[src/sv/psf_pkg.sv]
`timescale 1ns / 1ps
// ----------------------------------------------------------------------------
// PNG Sub filter package
// Shared constants, codes and types of the Sub filter scanline block.
// ----------------------------------------------------------------------------
package psf_pkg;

  // PNG filter type byte for the Sub filter
  localparam logic [7:0] PngFilterSub = 8'd1;

  // Row geometry
  localparam int MaxRowPixels = 4096;
  localparam int RowPixW      = 13;
  localparam int PosW         = 15;
  localparam int RowBytesW    = 16;

  // Configuration port
  localparam int CfgIdxW  = 2;
  localparam int CfgDataW = 13;

  // Queue between front and back
  localparam int FifoDepth = 4;
  localparam int FifoPtrW  = $clog2(FifoDepth);
  localparam int FifoCntW  = $clog2(FifoDepth + 1);

  // Register indexes
  typedef enum logic [CfgIdxW-1:0] {
    CFG_WIDE_SAMPLES = 2'd0,
    CFG_ROW_PIXELS   = 2'd1
  } psf_cfg_idx_e;

  // Back end sequencer
  typedef enum logic [1:0] {
    BK_LEAD = 2'd0,  // next entry, filter type byte first if a row opens
    BK_HIGH = 2'd1,  // type byte sent, emit the first data byte
    BK_LOW  = 2'd2   // emit the held low byte of a 16-bit sample
  } psf_back_state_e;

  // Configuration seen by the front and back
  typedef struct packed {
    logic               wide;
    logic [RowPixW-1:0] row_pixels;
  } psf_cfg_t;

  // One queued item: the current byte and, for a 16-bit sample, its held partner
  typedef struct packed {
    logic [7:0] byte_a;
    logic [7:0] byte_b;
    logic       pair;
  } psf_entry_t;

endpackage

[src/sv/psf_front.sv]
`timescale 1ns / 1ps
// ----------------------------------------------------------------------------
// PNG Sub filter front end
// Accepts raw bytes, pairs the two bytes of a 16-bit sample and queues items.
// ----------------------------------------------------------------------------
module psf_front (
  input  logic                clk_i,
  input  logic                rst_ni,
  input  psf_pkg::psf_cfg_t   cfg_i,
  input  logic                restart_i,
  input  logic                s_axis_tvalid,
  output logic                s_axis_tready,
  input  logic [7:0]          s_axis_tdata,  // [7:0] pixel_byte
  input  logic                full_i,
  output logic                push_o,
  output psf_pkg::psf_entry_t entry_o
);
  import psf_pkg::*;

  logic       held_valid_q, held_valid_d;
  logic [7:0] held_byte_q;
  logic       accept;
  logic       hold;

  // Classify: first byte of a 16-bit sample is held, everything else is queued
  always_comb begin
    s_axis_tready  = !full_i;
    accept         = s_axis_tvalid && s_axis_tready;
    hold           = cfg_i.wide && !held_valid_q;
    push_o         = accept && !hold;
    entry_o.byte_a = s_axis_tdata;
    entry_o.byte_b = held_byte_q;
    entry_o.pair   = cfg_i.wide;
    held_valid_d   = held_valid_q;
    if (restart_i) begin
      held_valid_d = 1'b0;
    end else if (accept) begin
      held_valid_d = hold;
    end
  end

  always_ff @(posedge clk_i or negedge rst_ni) begin
    if (!rst_ni) begin
      held_valid_q <= 1'b0;
    end else begin
      held_valid_q <= held_valid_d;
    end
  end

  // Hold the low byte until its partner arrives
  always_ff @(posedge clk_i) begin
    if (accept && hold) begin
      held_byte_q <= s_axis_tdata;
    end
  end

endmodule

[src/sv/psf_fifo.sv]
`timescale 1ns / 1ps
// ----------------------------------------------------------------------------
// PNG Sub filter queue
// Short register queue that decouples the front end from the back end.
// ----------------------------------------------------------------------------
module psf_fifo (
  input  logic                clk_i,
  input  logic                rst_ni,
  input  logic                push_i,
  input  psf_pkg::psf_entry_t entry_i,
  output logic                full_o,
  output logic                head_valid_o,
  output psf_pkg::psf_entry_t head_o,
  input  logic                pop_i
);
  import psf_pkg::*;

  psf_entry_t          mem_q [FifoDepth];
  logic [FifoPtrW-1:0] wr_ptr_q, wr_ptr_d;
  logic [FifoPtrW-1:0] rd_ptr_q, rd_ptr_d;
  logic [FifoCntW-1:0] count_q, count_d;

  // Advance pointers and occupancy
  always_comb begin
    full_o       = (count_q == FifoCntW'(FifoDepth));
    head_valid_o = (count_q != '0);
    head_o       = mem_q[rd_ptr_q];
    wr_ptr_d     = push_i ? wr_ptr_q + 1'b1 : wr_ptr_q;
    rd_ptr_d     = pop_i ? rd_ptr_q + 1'b1 : rd_ptr_q;
    count_d      = count_q + FifoCntW'(push_i) - FifoCntW'(pop_i);
  end

  always_ff @(posedge clk_i or negedge rst_ni) begin
    if (!rst_ni) begin
      wr_ptr_q <= '0;
      rd_ptr_q <= '0;
      count_q  <= '0;
    end else begin
      wr_ptr_q <= wr_ptr_d;
      rd_ptr_q <= rd_ptr_d;
      count_q  <= count_d;
    end
  end

  always_ff @(posedge clk_i) begin
    if (push_i) begin
      mem_q[wr_ptr_q] <= entry_i;
    end
  end

  a_count_bound: assert property (@(posedge clk_i) disable iff (!rst_ni)
    count_q <= FifoCntW'(FifoDepth))
    else $error("queue occupancy exceeds its depth");

endmodule

[src/sv/psf_back.sv]
`timescale 1ns / 1ps
// ----------------------------------------------------------------------------
// PNG Sub filter back end
// Emits the filter type byte and the Sub differences against the left pixel.
// ----------------------------------------------------------------------------
module psf_back (
  input  logic                clk_i,
  input  logic                rst_ni,
  input  psf_pkg::psf_cfg_t   cfg_i,
  input  logic                restart_i,
  input  logic                head_valid_i,
  input  psf_pkg::psf_entry_t head_i,
  output logic                pop_o,
  output logic                m_axis_tvalid,
  input  logic                m_axis_tready,
  output logic [7:0]          m_axis_tdata,  // [7:0] out_byte
  output logic                m_axis_tlast,  // row_end
  output logic [1:0]          m_axis_tuser   // [0] row_start, [1] run_last
);
  import psf_pkg::*;

  psf_back_state_e      state_q, state_d;
  logic [PosW-1:0]      pos_q, pos_d;
  logic [7:0]           left_q [8];
  logic                 out_valid_q, out_valid_d;
  logic [7:0]           out_byte_q, out_byte_d;
  logic                 row_start_q, row_start_d;
  logic                 row_end_q, row_end_d;
  logic                 run_last_q, run_last_d;

  logic                 fire;
  logic                 emit_type;
  logic                 write_left;
  logic [RowPixW-1:0]   pix_eff;
  logic [RowBytesW-1:0] row_bytes;
  logic [RowBytesW-1:0] pos_inc;
  logic                 last;
  logic [2:0]           idx;
  logic                 first_pixel;
  logic [7:0]           raw;
  logic [7:0]           left;

  // Row length in bytes, pixels clamped to the legal range
  always_comb begin
    pix_eff = cfg_i.row_pixels;
    if (cfg_i.row_pixels == '0) begin
      pix_eff = RowPixW'(1);
    end else if (cfg_i.row_pixels > RowPixW'(MaxRowPixels)) begin
      pix_eff = RowPixW'(MaxRowPixels);
    end
    row_bytes = cfg_i.wide ? {pix_eff, 3'b000} : {1'b0, pix_eff, 2'b00};
  end

  // Left neighbor lookup and end of row
  always_comb begin
    pos_inc     = {1'b0, pos_q} + RowBytesW'(1);
    last        = (pos_inc >= row_bytes);
    idx         = cfg_i.wide ? pos_q[2:0] : {1'b0, pos_q[1:0]};
    first_pixel = (pos_q[PosW-1:3] == '0) && (cfg_i.wide || !pos_q[2]);
    raw         = (state_q == BK_LOW) ? head_i.byte_b : head_i.byte_a;
    left        = first_pixel ? 8'd0 : left_q[idx];
  end

  // Sequencer: next state and output register load
  always_comb begin
    fire        = head_valid_i && (!out_valid_q || m_axis_tready);
    emit_type   = (state_q == BK_LEAD) && (pos_q == '0);
    state_d     = state_q;
    pos_d       = pos_q;
    pop_o       = 1'b0;
    write_left  = 1'b0;
    out_valid_d = m_axis_tready ? 1'b0 : out_valid_q;
    out_byte_d  = out_byte_q;
    row_start_d = row_start_q;
    row_end_d   = row_end_q;
    run_last_d  = run_last_q;
    if (restart_i) begin
      state_d = BK_LEAD;
      pos_d   = '0;
    end else if (fire) begin
      out_valid_d = 1'b1;
      if (emit_type) begin
        out_byte_d  = PngFilterSub;
        row_start_d = 1'b1;
        row_end_d   = 1'b0;
        run_last_d  = 1'b0;
        state_d     = BK_HIGH;
      end else begin
        write_left  = 1'b1;
        out_byte_d  = raw - left;
        row_start_d = 1'b0;
        row_end_d   = last;
        run_last_d  = (state_q == BK_LOW) || !head_i.pair;
        pos_d       = last ? '0 : pos_inc[PosW-1:0];
        unique case (state_q)
          BK_LEAD, BK_HIGH: begin
            if (head_i.pair) begin
              state_d = BK_LOW;
            end else begin
              state_d = BK_LEAD;
              pop_o   = 1'b1;
            end
          end
          BK_LOW: begin
            state_d = BK_LEAD;
            pop_o   = 1'b1;
          end
          default: begin
            state_d = BK_LEAD;
          end
        endcase
      end
    end
  end

  always_ff @(posedge clk_i or negedge rst_ni) begin
    if (!rst_ni) begin
      state_q     <= BK_LEAD;
      pos_q       <= '0;
      out_valid_q <= 1'b0;
    end else begin
      state_q     <= state_d;
      pos_q       <= pos_d;
      out_valid_q <= out_valid_d;
    end
  end

  // Output payload and left pixel line
  always_ff @(posedge clk_i) begin
    out_byte_q  <= out_byte_d;
    row_start_q <= row_start_d;
    row_end_q   <= row_end_d;
    run_last_q  <= run_last_d;
    if (write_left) begin
      left_q[idx] <= raw;
    end
  end

  assign m_axis_tvalid = out_valid_q;
  assign m_axis_tdata  = out_byte_q;
  assign m_axis_tlast  = row_end_q;
  assign m_axis_tuser  = {run_last_q, row_start_q};

  a_low_has_pair: assert property (@(posedge clk_i) disable iff (!rst_ni)
    state_q == BK_LOW |-> head_valid_i && head_i.pair)
    else $error("low byte step without a paired entry at the queue head");

  a_high_at_row_start: assert property (@(posedge clk_i) disable iff (!rst_ni)
    state_q == BK_HIGH |-> pos_q == '0)
    else $error("type byte sent away from the start of a row");

  a_type_byte: assert property (@(posedge clk_i) disable iff (!rst_ni)
    out_valid_q && row_start_q |->
      out_byte_q == PngFilterSub && !row_end_q && !run_last_q)
    else $error("row start result is not a bare filter type byte");

  a_pop_nonempty: assert property (@(posedge clk_i) disable iff (!rst_ni)
    pop_o |-> head_valid_i)
    else $error("pop from an empty queue");

endmodule

[src/sv/png_sub_filter_scanline.sv]
`timescale 1ns / 1ps
// ----------------------------------------------------------------------------
// PNG Sub filter scanline stage
// Turns a stream of RGBA image bytes into PNG scanlines filtered with Sub.
// ----------------------------------------------------------------------------
// Takes one raw byte per cycle while the queue has room and returns one
// result per cycle while the output is taken. Each row opens with the
// filter type byte, so a row-opening byte gives two results in 8-bit mode;
// in 16-bit mode the first byte of a sample gives none and the second
// gives two or three. The output register, one transaction per cycle, sets
// the sustained rate: one result per input byte plus a type byte per row,
// and a four-entry queue absorbs the extra results so input rarely stalls.
// Input is queued, then registered at the output. Writing either register
// restarts the row and drops a held byte; write them only while idle.
// ----------------------------------------------------------------------------
module png_sub_filter_scanline (
  input  logic                         clk_i,
  input  logic                         rst_ni,
  input  logic                         cfg_we_i,
  input  logic [psf_pkg::CfgIdxW-1:0]  cfg_index_i,
  input  logic [psf_pkg::CfgDataW-1:0] cfg_data_i,
  input  logic                         s_axis_tvalid,
  output logic                         s_axis_tready,
  input  logic [7:0]                   s_axis_tdata,  // [7:0] pixel_byte
  output logic                         m_axis_tvalid,
  input  logic                         m_axis_tready,
  output logic [7:0]                   m_axis_tdata,  // [7:0] out_byte
  output logic                         m_axis_tlast,  // row_end
  output logic [1:0]                   m_axis_tuser   // [0] row_start, [1] run_last
);
  import psf_pkg::*;

  psf_cfg_t   cfg_q, cfg_d;
  logic       restart;
  logic       push;
  logic       full;
  logic       head_valid;
  logic       pop;
  psf_entry_t entry;
  psf_entry_t head;

  // Decode register writes; any known register restarts the row
  always_comb begin
    cfg_d   = cfg_q;
    restart = 1'b0;
    if (cfg_we_i) begin
      unique case (cfg_index_i)
        CFG_WIDE_SAMPLES: begin
          cfg_d.wide = cfg_data_i[0];
          restart    = 1'b1;
        end
        CFG_ROW_PIXELS: begin
          cfg_d.row_pixels = cfg_data_i[RowPixW-1:0];
          restart          = 1'b1;
        end
        default: begin
          restart = 1'b0;
        end
      endcase
    end
  end

  always_ff @(posedge clk_i or negedge rst_ni) begin
    if (!rst_ni) begin
      cfg_q.wide       <= 1'b0;
      cfg_q.row_pixels <= RowPixW'(1);
    end else begin
      cfg_q <= cfg_d;
    end
  end

  psf_front u_front (
    .clk_i         (clk_i),
    .rst_ni        (rst_ni),
    .cfg_i         (cfg_q),
    .restart_i     (restart),
    .s_axis_tvalid (s_axis_tvalid),
    .s_axis_tready (s_axis_tready),
    .s_axis_tdata  (s_axis_tdata),
    .full_i        (full),
    .push_o        (push),
    .entry_o       (entry)
  );

  psf_fifo u_fifo (
    .clk_i        (clk_i),
    .rst_ni       (rst_ni),
    .push_i       (push),
    .entry_i      (entry),
    .full_o       (full),
    .head_valid_o (head_valid),
    .head_o       (head),
    .pop_i        (pop)
  );

  psf_back u_back (
    .clk_i         (clk_i),
    .rst_ni        (rst_ni),
    .cfg_i         (cfg_q),
    .restart_i     (restart),
    .head_valid_i  (head_valid),
    .head_i        (head),
    .pop_o         (pop),
    .m_axis_tvalid (m_axis_tvalid),
    .m_axis_tready (m_axis_tready),
    .m_axis_tdata  (m_axis_tdata),
    .m_axis_tlast  (m_axis_tlast),
    .m_axis_tuser  (m_axis_tuser)
  );

endmodule
[config.mk]
export PLATFORM = sky130hd
export DESIGN_NAME = png_sub_filter_scanline
export DESIGN_NICKNAME = d
export VERILOG_FILES = /design/src/sv/psf_pkg.sv /design/src/sv/psf_front.sv /design/src/sv/psf_fifo.sv /design/src/sv/psf_back.sv /design/src/sv/png_sub_filter_scanline.sv
export SDC_FILE = /design/constraint.sdc
export NUM_CORES = 1
export LEC_CHECK = 0
export ABC_AREA = 0
export BUFFER_PORTS_ARGS = -buffer_cell sky130_fd_sc_hd__buf_2
export CAP_MARGIN = 20
export CORE_UTILIZATION = 61
export DETAILED_ROUTE_END_ITERATION = 10
export GPL_ROUTABILITY_DRIVEN = 0
export PLACE_DENSITY = 0.79
export SYNTH_ARGS = -nofsm -noshare
export SYNTH_HDL_FRONTEND = slang
export SYNTH_HIERARCHICAL = 1
export SYNTH_SLANG_ARGS = --single-unit
[constraint.sdc]
create_clock -name clk_i -period 4.65 [get_ports clk_i]
set_input_delay 0.93 -clock clk_i [delete_from_list [all_inputs] [get_ports clk_i]]
set_output_delay 0.93 -clock clk_i [all_outputs]
set_load 0.02 [all_outputs]
Word level (Yosys, flattened, before mapping). Memories as Yosys holds them, arrays and structs flattened. Index checks and enable logic that the tools add are counted.

Bits in registers: 59. Latch bits: 0. RAM bits: 132. Memory bits (read-only): 0. Input bits: 28. Output and inout port bits: 13. Logic and storage cells: 95. Memories kept: 2.

Add/sub/neg operators: 6. $mul: 0. Divide/modulo/power cells: 0. Magnitude comparators: 2. Equality and inequality tests: 5. Shifts and indexed selects: 0. Multiplexer cells: 35. Bitwise logic cells: 1. Reduce and logical (&&, ||, !) cells: 30.

Memories: u_fifo.mem_q (words 4, width 17, rd ports 1, clocked after Yosys merged registers in 0, write ports 1, line psf_fifo.sv:18) `psf_entry_t mem_q [FifoDepth];`; u_back.left_q (words 8, width 8, rd ports 1, clocked after Yosys merged registers in 0, write ports 1, line psf_back.sv:24) `logic [7:0] left_q [8];`.

Operator list (number): $mux 15 (4); $mux 13 (2); $mux 1 (19); $add 15x1->16 const B (1); $ge 16x16->1 (1); $mux 16 (1); $mux 8 (2); $logic_not 15->1 (1); $gt 13x13->1 const B (1); $logic_not 13->1 (1); $logic_not 12->1 (1); $mux 2 (5); $reduce_and 2->1 (4); $sub 8x8->8 (1); $logic_and 1x1->1 (7); $logic_not 1->1 (6); $add 2x1->2 const B (2); $eq 2x1->1 const B (2); $logic_not 2->1 (2); $reduce_bool 2->1 (2); $reduce_or 2->1 (2); $add 3x1->3 (1); $eq 3x3->1 const B (1); $logic_or 1x1->1 (3); other kinds (7) (7).

Depth between registers and ports, before layout.
Depth after elaboration: 9. Gate-level depth with buffers: 15. Gate-level depth less buffers: 13.

Hierarchy. Netlist, hierarchy kept.

By module, submodules not included: psf_back (instances 1, cells each 384, area each 4880.9 um2, sequential area each 2702.6 um2); psf_fifo (instances 1, cells each 123, area each 2886.5 um2, sequential area each 2217.1 um2); png_sub_filter_scanline (instances 1, cells each 32, area each 591.8 um2, sequential area each 351.6 um2); psf_front (instances 1, cells each 25, area each 372.9 um2, sequential area each 265.3 um2).

Worst setup path after synthesis. Ideal clock, no wire load.

Kind: input to register. Start: input port m_axis_tready. End: memory u_back.left_q[4][0], enable pin. Setup time: 0.395 ns. Data arrival time: 2.908 ns. Setup slack: 1.347 ns. Stages on the path: 5. Cell sequence: nand2b_1 > nand2_1 > nor2_1 > o21ai_0 > nor4_1.

Cells in the longest elaborated chain, start to end: 6.

Ends and longest elaborated chain: from (decl) (line png_sub_filter_scanline.sv:26) `input logic m_axis_tready,`; $logic_or 1x1->1 (line psf_back.sv:66) `fire = head_valid_i && (!out_valid_q || m_axis_tready);`; $logic_and 1x1->1 (line psf_back.sv:66); $mux 1 (line psf_back.sv:80) `end else if (fire) begin`; $mux 1 (line psf_back.sv:77) `if (restart_i) begin`; $mux 1 (line psf_back.sv:134) `if (write_left) begin`; $mux 1 (not written as such) (line psf_back.sv:135) `left_q[idx] <= raw;`; to (decl) (line psf_back.sv:24).

Every way passes these cells.

Worst setup path after layout.
Start: register u_back.pos_q[1]. End: register u_back.pos_q[13].

Cells in the longest elaborated chain, start to end: 6.

Ends and longest elaborated chain: from (decl) (line psf_back.sv:23) `logic [PosW-1:0] pos_q, pos_d;`; from (signal assigned) (line psf_back.sv:123) `pos_q <= pos_d;`; $add 15x1->16 (line psf_back.sv:56) `pos_inc = {1'b0, pos_q} + RowBytesW'(1);`; $ge 16x16->1 (line psf_back.sv:57) `last = (pos_inc >= row_bytes);`; $mux 15 (line psf_back.sv:94) `pos_d = last ? '0 : pos_inc[PosW-1:0];`; $mux 15 (line psf_back.sv:82) `if (emit_type) begin`; $mux 15 (line psf_back.sv:80); $mux 15 (line psf_back.sv:77).

Parallel ways exist; a longest one is shown, timed or not. The select of a mux whose other input is x is not followed. A chain may end at the register's enable or synchronous reset.

==> flow_summary.yaml <==
global_routing:
  antenna_found_initial: 0
  grt_pass1_wl_um: 25600
  grt_usage_pct: 24.0
  grt_overflow_total: 0
  grt_max_degree: 41
  grt_pass1_vias: 4804
finish:
  final_nets: 663
  multi_input_area_um2: 2900
  finish.utilization_pct: 69.7
  n_antenna_cell: 0
  fillers: 861
  syn2layout_area_growth_pct: 11.1
  drive_gt1_share_pct: 22.7
  mostFrequentLayoutCells: "edfxtp_1 (151), nand2_1 (49), buf_2 (41), dfrtp_1 (39), ha_1 (29)"
  regArea_um2: 5540
  final_common_cell: "edfxtp_1"
setup_path:
  cp.arrival_ps: 4210
  worst-path-max-fanout: 15
  worstSetupStartpointType: "flop"
  crit_path_end_kind: "flop"
  cp_data_required_time_ps: 4970
  critPathKind: "flop to flop"
detailed_routing:
  wl_per_cell_um: 20.6
  drt_iter0_markers: 471
  drt_wl_total_um: 16400
  vias: 4900
  viasPerCell: 6.15
  drc: 0
  ant_nets: 0
  first_pass_iters: 5
die:
  die_h_um: 122
  start_util_pct: 62.7
  die_area_um2: 14800
  io_pins: 41
  core_um2: 13900
  die_w_um: 122
  rows: 43
clock_tree:
  cts_htree_levels: 4
  clkLatencyLatePin_ps: 430
  cts_sinks: 191
  numCtsBuffers: 17
  cts_setup_buffers: 0
  cts_hold_buf: 0
  cts-root-buf: "clkbuf_16"
  clk_pin_slew_worst_paths_ps: 70
  cts_tree: "yes"
  clockBufferDepth: 2
  postCtsResizedCells: 0
placed_design:
  dp_hpwl_um: 11000
  portBuffers: 40
logic_synthesis:
  syn_area_um2: 8730
  ys_seq_area_share_pct: 63.4
  synthesis.nets: 623
  syn_inst: 564
  yosys-top-cells-area: "edfxtp_1 (52%), dfrtp_1 (11%), mux4_2 (4.9%)"
  ys.flop_type: "edfxtp_1"
  yosysTopAreaCellShare_pct: 51.9
  synth-edff-count: 151
  async_flop_share_pct: 20.9
  yosysTopAreaCell: "edfxtp_1"
  syn_avg_cell_area_um2: 15.5
  yosysWarnings: 6
  ys_types: 54
  ys_ff_latch: 191
timing:
  fin_crit_sh_pct: 83.7
  whs_ps: 496
  max_slew_margin_pct: 34.6
  final_max_slew_viol_count: 0
  tightest_slew_ps: 978
  fin_crit_ps: 3890
  finalHoldViolCount: 0
  max_clock_freq_mhz: 257
  final.setup.tns_ps: 0
  setup_viol: 0
  rsz0062_at_grt: "no"
  skew_ps: 10.3
run:
  maxCapViolations: 0
hold_path:
  hold_class: "flop to flop"
power_and_ir_drop:
  irDropWorstVdd_uv: 521
  power_density_nw_per_um2: 609
  p_leak_nw: 3.77
  power_mw: 5.92
run_status:
  status: "completed"
logic make-up (layout without fill, tap and decap cells):
kind of cell               count (synthesis)  count (layout)  synth area share [%]
buffers and inverters                     54             107                  3.40
xor gates and xnor gates                  16              16                  1.60
muxes                                     66              66                  13.7
and+or+nand+nor                          141             141                  8.22
AOI/OAI and AO/OA                         65              65                  5.02
adders and majority gates                 31              31                  4.61
DFF                                      191             191                  63.4
metal layers:
metal,GRT usage (%),wire (um),up-vias
li1,-,-,2227
met1,32.9,7180,2480
met2,38.2,8090,173
met3,5.29,913,20
met4,8.26,247,0
met5,0,0,-
flip-flops by register name, indices dropped and copies added (netlist names), 2 cells and up:
name / cells
u_fifo/rd_ptr_q: 2
u_fifo/count_q: 3
u_fifo/wr_ptr_q: 2
u_back/left_q: 64
u_fifo/mem_q: 68
u_front/held_byte_q: 8
u_back/m_axis_tdata: 8
u_back/pos_q: 15
u_back/state_q: 2
cfg_q: 14
cell type report:
class | count | share of cell area (%)
clock buffer | 17 | 4.38
clock inverter | 15 | 2.51
inverter | 24 | 0.980
multi-input combinational | 319 | 29.9
sequential | 191 | 57.0
tap | 180 | 2.32
timing repair buffer | 51 | 2.89
Yosys cell counts (all sizes together), types with 3 or more instances:
cell    number
edfxtp     151
nand2       49
dfrtp       39
mux4        33
ha          29
mux2        29
nor2        25
buf         24
inv         24
a21oi       23
o21ai       13
a21o        11
nor3        11
a32o         9
nand3        9
nor4         8
xnor2        8
xor2         8
clkbuf       6
nand2b       6
nor2b        6
and2         5
and3         4
mux2i        4
and4         3
worst max-delay path, stage by stage (launching register included):
cell	delay [ps]
dfrtp_1	680
nand2_1	280
nor3_1	370
nand3_1	240
xnor2_1	180
ha_1	300
nand4_1	120
or4_1	550
o211ai_1	640
nor2_1	110
a211o_1	290
report_power, final:
part / switching (mW) / internal [mW]
Combinational: 1.07 / 0.735
Sequential: 0.171 / 2.33
Clock: 0.672 / 0.931
per-stage QoR:
| step | worst slack [ps] | std cells | instance area [um^2] |
|---|---|---|---|
| finish | 757 | 797 | 9710 |
| global route | 501 | 797 | 9710 |
| CTS | 846 | 795 | 9690 |
| detailed placement | 748 | 763 | 9020 |
| global placement | 880 | 763 | 9020 |
| floorplan | 1350 | 564 | 8730 |
worst paths after layout:
path,slack (ps),cells after the start,start,endpoint
worst max-delay path,760,10,u_back/pos_q[1],u_back/pos_q[13]
worst min-delay path,500,0,u_front/held_byte_q[6],u_fifo/mem_q[2][7]
worst max register to register,760,10,u_back/pos_q[1],u_back/pos_q[13]
worst min register to register,500,0,u_front/held_byte_q[6],u_fifo/mem_q[2][7]
max in group asynchronous,3470,1,rst_ni,cfg_q[7]
min in group asynchronous,620,1,rst_ni,u_back/pos_q[13]
(Power assumes the default switching activity.)
